File: src/rtl/cpbf_pkg.sv
// shared widths, point layout and controller/datapath command and status types
`timescale 1ns / 1ps
`default_nettype none

package cpbf_pkg;

    localparam int COORD_W   = 16;
    localparam int DIST_W    = 2 * COORD_W + 2;
    localparam int ROOT_W    = DIST_W / 2;
    localparam int OUT_IDX_W = 10;
    localparam int S_DATA_W  = 3 * COORD_W;
    localparam int M_DATA_W  = ((DIST_W + ROOT_W + 2 * OUT_IDX_W + 7) / 8) * 8;
    localparam int M_USER_W  = 2;

    typedef struct packed {
        logic signed [COORD_W-1:0] z;
        logic signed [COORD_W-1:0] y;
        logic signed [COORD_W-1:0] x;
    } point_t;

    typedef struct packed {
        logic mem_wr;
        logic pair_issue;
        logic sqrt_start;
        logic out_load;
        logic pair_valid;
        logic dropped;
    } cpbf_cmd_t;

    typedef struct packed {
        logic pipe_busy;
        logic sqrt_done;
        logic out_busy;
    } cpbf_stat_t;

endpackage

`default_nettype wire

File: src/rtl/cpbf_ctrl.sv
// controller: point loading, pair enumeration, drain, root and result sequencing
`timescale 1ns / 1ps
`default_nettype none

module cpbf_ctrl #(
    parameter int MAX_POINTS = 1024,
    parameter int IDX_W      = 10
) (
    input  wire logic                 clk,
    input  wire logic                 rst_n,
    input  wire logic                 s_axis_tvalid,
    input  wire logic                 s_axis_tlast,
    output logic                      s_axis_tready,
    output cpbf_pkg::cpbf_cmd_t       cmd,
    input  wire cpbf_pkg::cpbf_stat_t stat,
    output logic [IDX_W-1:0]          wr_addr,
    output logic [IDX_W-1:0]          rd_addr_a,
    output logic [IDX_W-1:0]          rd_addr_b
);
    import cpbf_pkg::*;

    localparam int CNT_W = $clog2(MAX_POINTS + 1);

    localparam logic [2:0] ST_LOAD   = 3'd0;
    localparam logic [2:0] ST_SEARCH = 3'd1;
    localparam logic [2:0] ST_DRAIN  = 3'd2;
    localparam logic [2:0] ST_ROOT   = 3'd3;
    localparam logic [2:0] ST_FINISH = 3'd4;

    logic [2:0]       state_reg, state_next;
    logic [CNT_W-1:0] count_reg, count_next;
    logic [CNT_W-1:0] i_reg, i_next;
    logic [CNT_W-1:0] j_reg, j_next;
    logic             overflow_reg, overflow_next;

    logic             accept;
    logic             has_room;
    logic [CNT_W-1:0] j_inc;
    logic [CNT_W-1:0] i_inc;
    logic [CNT_W-1:0] i_inc2;

    assign s_axis_tready = (state_reg == ST_LOAD);
    assign accept        = s_axis_tvalid & s_axis_tready;
    assign has_room      = count_reg < CNT_W'(MAX_POINTS);
    assign j_inc         = j_reg + CNT_W'(1);
    assign i_inc         = i_reg + CNT_W'(1);
    assign i_inc2        = i_reg + CNT_W'(2);

    assign wr_addr   = count_reg[IDX_W-1:0];
    assign rd_addr_a = i_reg[IDX_W-1:0];
    assign rd_addr_b = j_reg[IDX_W-1:0];

    always_comb
    begin
        state_next    = state_reg;
        count_next    = count_reg;
        i_next        = i_reg;
        j_next        = j_reg;
        overflow_next = overflow_reg;
        cmd           = '0;
        cmd.mem_wr    = accept & has_room;
        case (state_reg)
            ST_LOAD:
            begin
                if (accept)
                begin
                    if (has_room)
                    begin
                        count_next = count_reg + CNT_W'(1);
                    end
                    else
                    begin
                        overflow_next = 1'b1;
                    end
                    if (s_axis_tlast)
                    begin
                        i_next     = '0;
                        j_next     = CNT_W'(1);
                        state_next = ST_SEARCH;
                    end
                end
            end
            ST_SEARCH:
            begin
                // i outer, j inner, both ascending
                if (j_reg < count_reg)
                begin
                    cmd.pair_issue = 1'b1;
                    if (j_inc < count_reg)
                    begin
                        j_next = j_inc;
                    end
                    else if (i_inc2 < count_reg)
                    begin
                        i_next = i_inc;
                        j_next = i_inc2;
                    end
                    else
                    begin
                        state_next = ST_DRAIN;
                    end
                end
                else
                begin
                    state_next = ST_DRAIN;
                end
            end
            ST_DRAIN:
            begin
                if (!stat.pipe_busy)
                begin
                    cmd.sqrt_start = 1'b1;
                    state_next     = ST_ROOT;
                end
            end
            ST_ROOT:
            begin
                if (stat.sqrt_done)
                begin
                    state_next = ST_FINISH;
                end
            end
            ST_FINISH:
            begin
                if (!stat.out_busy)
                begin
                    cmd.out_load   = 1'b1;
                    cmd.pair_valid = count_reg >= CNT_W'(2);
                    cmd.dropped    = overflow_reg;
                    count_next     = '0;
                    overflow_next  = 1'b0;
                    state_next     = ST_LOAD;
                end
            end
            default:
            begin
                state_next = ST_LOAD;
            end
        endcase
    end

    always_ff @(posedge clk or negedge rst_n)
    begin
        if (!rst_n)
        begin
            state_reg    <= ST_LOAD;
            count_reg    <= '0;
            i_reg        <= '0;
            j_reg        <= '0;
            overflow_reg <= 1'b0;
        end
        else
        begin
            state_reg    <= state_next;
            count_reg    <= count_next;
            i_reg        <= i_next;
            j_reg        <= j_next;
            overflow_reg <= overflow_next;
        end
    end

    a_pair_order: assert property (@(posedge clk) disable iff (!rst_n)
        cmd.pair_issue |-> (j_reg > i_reg) && (j_reg < count_reg))
        else $error("pair outside loaded set or out of order");

    a_count_cap: assert property (@(posedge clk) disable iff (!rst_n)
        count_reg <= CNT_W'(MAX_POINTS))
        else $error("point count beyond capacity");

    a_finish_drained: assert property (@(posedge clk) disable iff (!rst_n)
        (state_reg == ST_FINISH) |-> !stat.pipe_busy)
        else $error("result stage reached with pairs in flight");

endmodule

`default_nettype wire

File: config.mk
export PLATFORM = sky130hd
export DESIGN_NAME = cpbf_ctrl
export DESIGN_NICKNAME = d
export VERILOG_FILES = /design/src/rtl/cpbf_pkg.sv /design/src/rtl/cpbf_ctrl.sv
export SDC_FILE = /design/constraint.sdc
export NUM_CORES = 1
export LEC_CHECK = 0
export BUFFER_PORTS_ARGS = -buffer_cell sky130_fd_sc_hd__buf_2
export CORE_ASPECT_RATIO = 0.8
export CORE_MARGIN = 2
export CORE_UTILIZATION = 59
export DETAILED_ROUTE_END_ITERATION = 8
export PLACE_DENSITY = 0.82
export SLEW_MARGIN = 0
export SYNTH_ARGS = -nofsm -noshare
export SYNTH_HDL_FRONTEND = slang
export SYNTH_SLANG_ARGS = --single-unit
File: constraint.sdc
create_clock -name clk -period 3.76 [get_ports clk]
set_input_delay 0.188 -clock clk [delete_from_list [all_inputs] [get_ports clk]]
set_output_delay 0.188 -clock clk [all_outputs]
set_load 0.005 [all_outputs]
==> impl_metrics.py <==
metrics = {
    "outcome": {
        "outcome": "finished with violations",
        "violations": "hold timing",
    },
    "global_route": {
        "wire_length_of_the_first_global_routing_pass_microns": 12700,
        "vias_in_the_first_global_route": 2528,
        "grt_antenna_before_repair": 0,
        "track_usage": 0.264,
        "grt_start_max_net_pins": 38,
        "grt-ovfl-total": 0,
    },
    "timing": {
        "timing.final.ws_setup_ps": 430,
        "tightest_slew_ps": 894,
        "fin_worst_hold_slack_ps": -23.9,
        "finalMaxSlewViolations": 0,
        "hold_violations": 37,
        "clock.fmax_mhz": 300,
        "finalSetupTns_ps": 0,
        "post-route-period-util": 0.886,
        "slew_headroom": 0.400,
        "report.final.setup_viol": 0,
        "fin_skew_ps": 6.71,
        "layout_min_cycle_time_ps": 3330,
        "rsz_0062_raised_after_global_routing": "false",
    },
    "placed_design": {
        "placed_cell_area_sq_um": 3240,
        "placement.io_buffers": 43,
        "dp_slack_ps": 459,
        "dp.final_hpwl_microns": 5800,
        "gpl.final_weighted_congestion": 0.970,
    },
    "logic_synthesis": {
        "synth.distinct_cells": 46,
        "netlist_area_pre_place_sq_um": 3200,
        "postSynthRegisterBits": 37,
        "postSynthCellCount": 368,
        "ys.warnings.count": 0,
        "postSynth.asyncResetShare": 1.00,
        "postSynth.topFlopCell": "sky130_fd_sc_hd__dfrtp_1",
        "synthesis.area_per_instance_sq_um": 8.69,
        "synthesis.nets": 411,
        "seq_area_frac_synth": 0.289,
        "synth_edf_count": 0,
    },
    "finish": {
        "final_cell_mix": "sky130_fd_sc_hd__buf_2 (43), sky130_fd_sc_hd__dfrtp_1 (37), sky130_fd_sc_hd__ha_1 (36), sky130_fd_sc_hd__nand2_1 (34), sky130_fd_sc_hd__nor2_1 (28)",
        "syn2layout_area_growth_pct": 4.03,
        "num_antenna_cells": 0,
        "drive_above_1_share": 0.166,
        "mostFrequentLayoutCell": "sky130_fd_sc_hd__buf_2",
        "final_net_count": 423,
        "final_core_utilization": 0.650,
        "layout.cell_area.non_filler_sq_um": 3330,
    },
    "clock_network": {
        "tritoncts_num_sinks": 37,
        "cts.reportedPaths.clkPinSlew_ps": 70,
        "clockBufferDepth": 2,
        "cts.root.buffer_cell": "sky130_fd_sc_hd__clkbuf_8",
        "htree_levels": 2,
        "clock_latency_ps": 300,
        "clock_tree_from_tritoncts": "yes",
        "number_of_buffers_created_by_cts": 5,
        "cts.repair_timing.setup_buffer_count": 0,
    },
    "floorplanning": {
        "core-area_sq_um": 5120,
        "area_of_the_die_sq_um": 6030,
        "ioPinCount": 44,
        "row_count": 23,
        "fp.dieW_microns": 86.3,
        "initial_utilization": 0.625,
        "die_height_microns": 69.9,
    },
    "pwr": {
        "power_density_nw_per_um2": 903,
        "power.leakage_nw": 1.63,
        "vdd_drop_max_v": 0.000497,
    },
    "worst_setup_path": {
        "setup.worst_path.start_class": "flop",
        "worstPathMaxFanout": 10,
        "critPathRequiredTime_ps": 3950,
        "worst_setup_path_end_kind": "flop",
        "timing_worst_setup_path_type": "reg -> reg",
        "r2r.worst_path.cells": 12,
        "cp_data_arrival_time_ps": 3520,
    },
    "job": {
        "maxCapViolCount": 0,
    },
    "routing": {
        "dr_total_vias": 2739,
        "drc_errors": 0,
        "drt-total-wl_microns": 7590,
        "antenna_left": 0,
        "dr.pass1.iters": 5,
        "avgRoutedWirePerCell_microns": 17.2,
        "drt-vias-per-instance": 6.20,
        "drt_iter0_markers": 272,
    },
    "min_path": {
        "hold_class": "in -> async",
    },
}
## worst max-delay path: stages, from the launching register on
cell and delay, ps:
sky130_fd_sc_hd__dfrtp_1 480, sky130_fd_sc_hd__nand3_1 160, sky130_fd_sc_hd__nor2_1 210, sky130_fd_sc_hd__nand2_1 110
sky130_fd_sc_hd__xnor2_1 230, sky130_fd_sc_hd__ha_1 290, sky130_fd_sc_hd__a21o_1 160, sky130_fd_sc_hd__a21oi_1 170
sky130_fd_sc_hd__nor2b_1 110, sky130_fd_sc_hd__a2111oi_4 520, sky130_fd_sc_hd__nor2_1 130, sky130_fd_sc_hd__a21o_1 350
sky130_fd_sc_hd__a22o_1 290
## cells in the mapped netlist (all sizes together), types with 7 or more instances
| library cell | n | area share |
|---|---|---|
| dfrtp | 37 | 0.29 |
| buf | 36 | 0.083 |
| ha | 36 | 0.14 |
| nand2 | 34 | 0.040 |
| nor2 | 29 | 0.034 |
| nand3 | 19 | 0.030 |
| a21oi | 17 | 0.027 |
| inv | 17 | 0.020 |
| o21ai | 17 | 0.027 |
| xnor2 | 17 | 0.047 |
| mux2i | 12 | 0.038 |
| nor3 | 11 | 0.017 |
| o2bb2ai | 9 | 0.025 |
| clkbuf | 7 | 0.0082 |
| xor2 | 7 | 0.019 |
## path summary, 6_finish.rpt
kind                                     end  slack, ps         start
worst max-delay path                j_reg[1]        430      j_reg[2]
worst min-delay path            count_reg[8]        -20         rst_n
worst max register to register      j_reg[1]        430      j_reg[2]
worst min register to register  overflow_reg        560  overflow_reg
max in group asynchronous           i_reg[0]       3270         rst_n
min in group clk                state_reg[2]        160       stat[1]
## per-stage QoR
stage | total power, mW | instances
floorplan | 2.25 | 368
global placement | 2.60 | 435
detailed placement | 2.67 | 435
CTS | 2.96 | 442
global route | 3.26 | 442
finish | 3.01 | 442
## power breakdown
| group | internal (mW) | total (mW) | switching [mW] |
|---|---|---|---|
| clock | 0.146 | 0.289 | 0.144 |
| combinational | 0.793 | 1.96 | 1.17 |
| sequential | 0.529 | 0.754 | 0.226 |
| total | 1.47 | 3.01 | 1.54 |
## kinds of logic (layout without fill, tap and decap cells)
group                      Yosys count  after routing  synth area share
AOI/OAI and AO/OA                   75             75             0.165
muxes                               12             12            0.0375
and+or+nand+nor                    124            124             0.190
buffers and inverters               60             72             0.111
DFF                                 37             37             0.289
xor gates and xnor gates            24             24            0.0657
adders and majority gates           36             36             0.141
## per-layer routing
| metal | GRT usage | wire, microns | share of wire |
|---|---|---|---|
| met5 | 0 | 0 | 0 |
| met3 | 0.0496 | 557 | 0.073 |
| met1 | 0.397 | 3610 | 0.48 |
| met2 | 0.385 | 3340 | 0.44 |
| met4 | 0.0764 | 82 | 0.011 |
## repair_timing
item | CTS | global route
hold endpoints to repair | 0 | 0
gates resized for setup | 0 | 1
endpoints found under the setup margin | 0 | 4
hold buffers | 0 | 0
## final cells by class
class,count,area [sq um]
clock buffers,7,86.3
fillers,437,1790
inverters,17,63.8
multi-input cells,271,1920
flip-flops and latches,37,926
well taps,62,77.6
repair buffers,48,253
(Power assumes the default switching activity.)
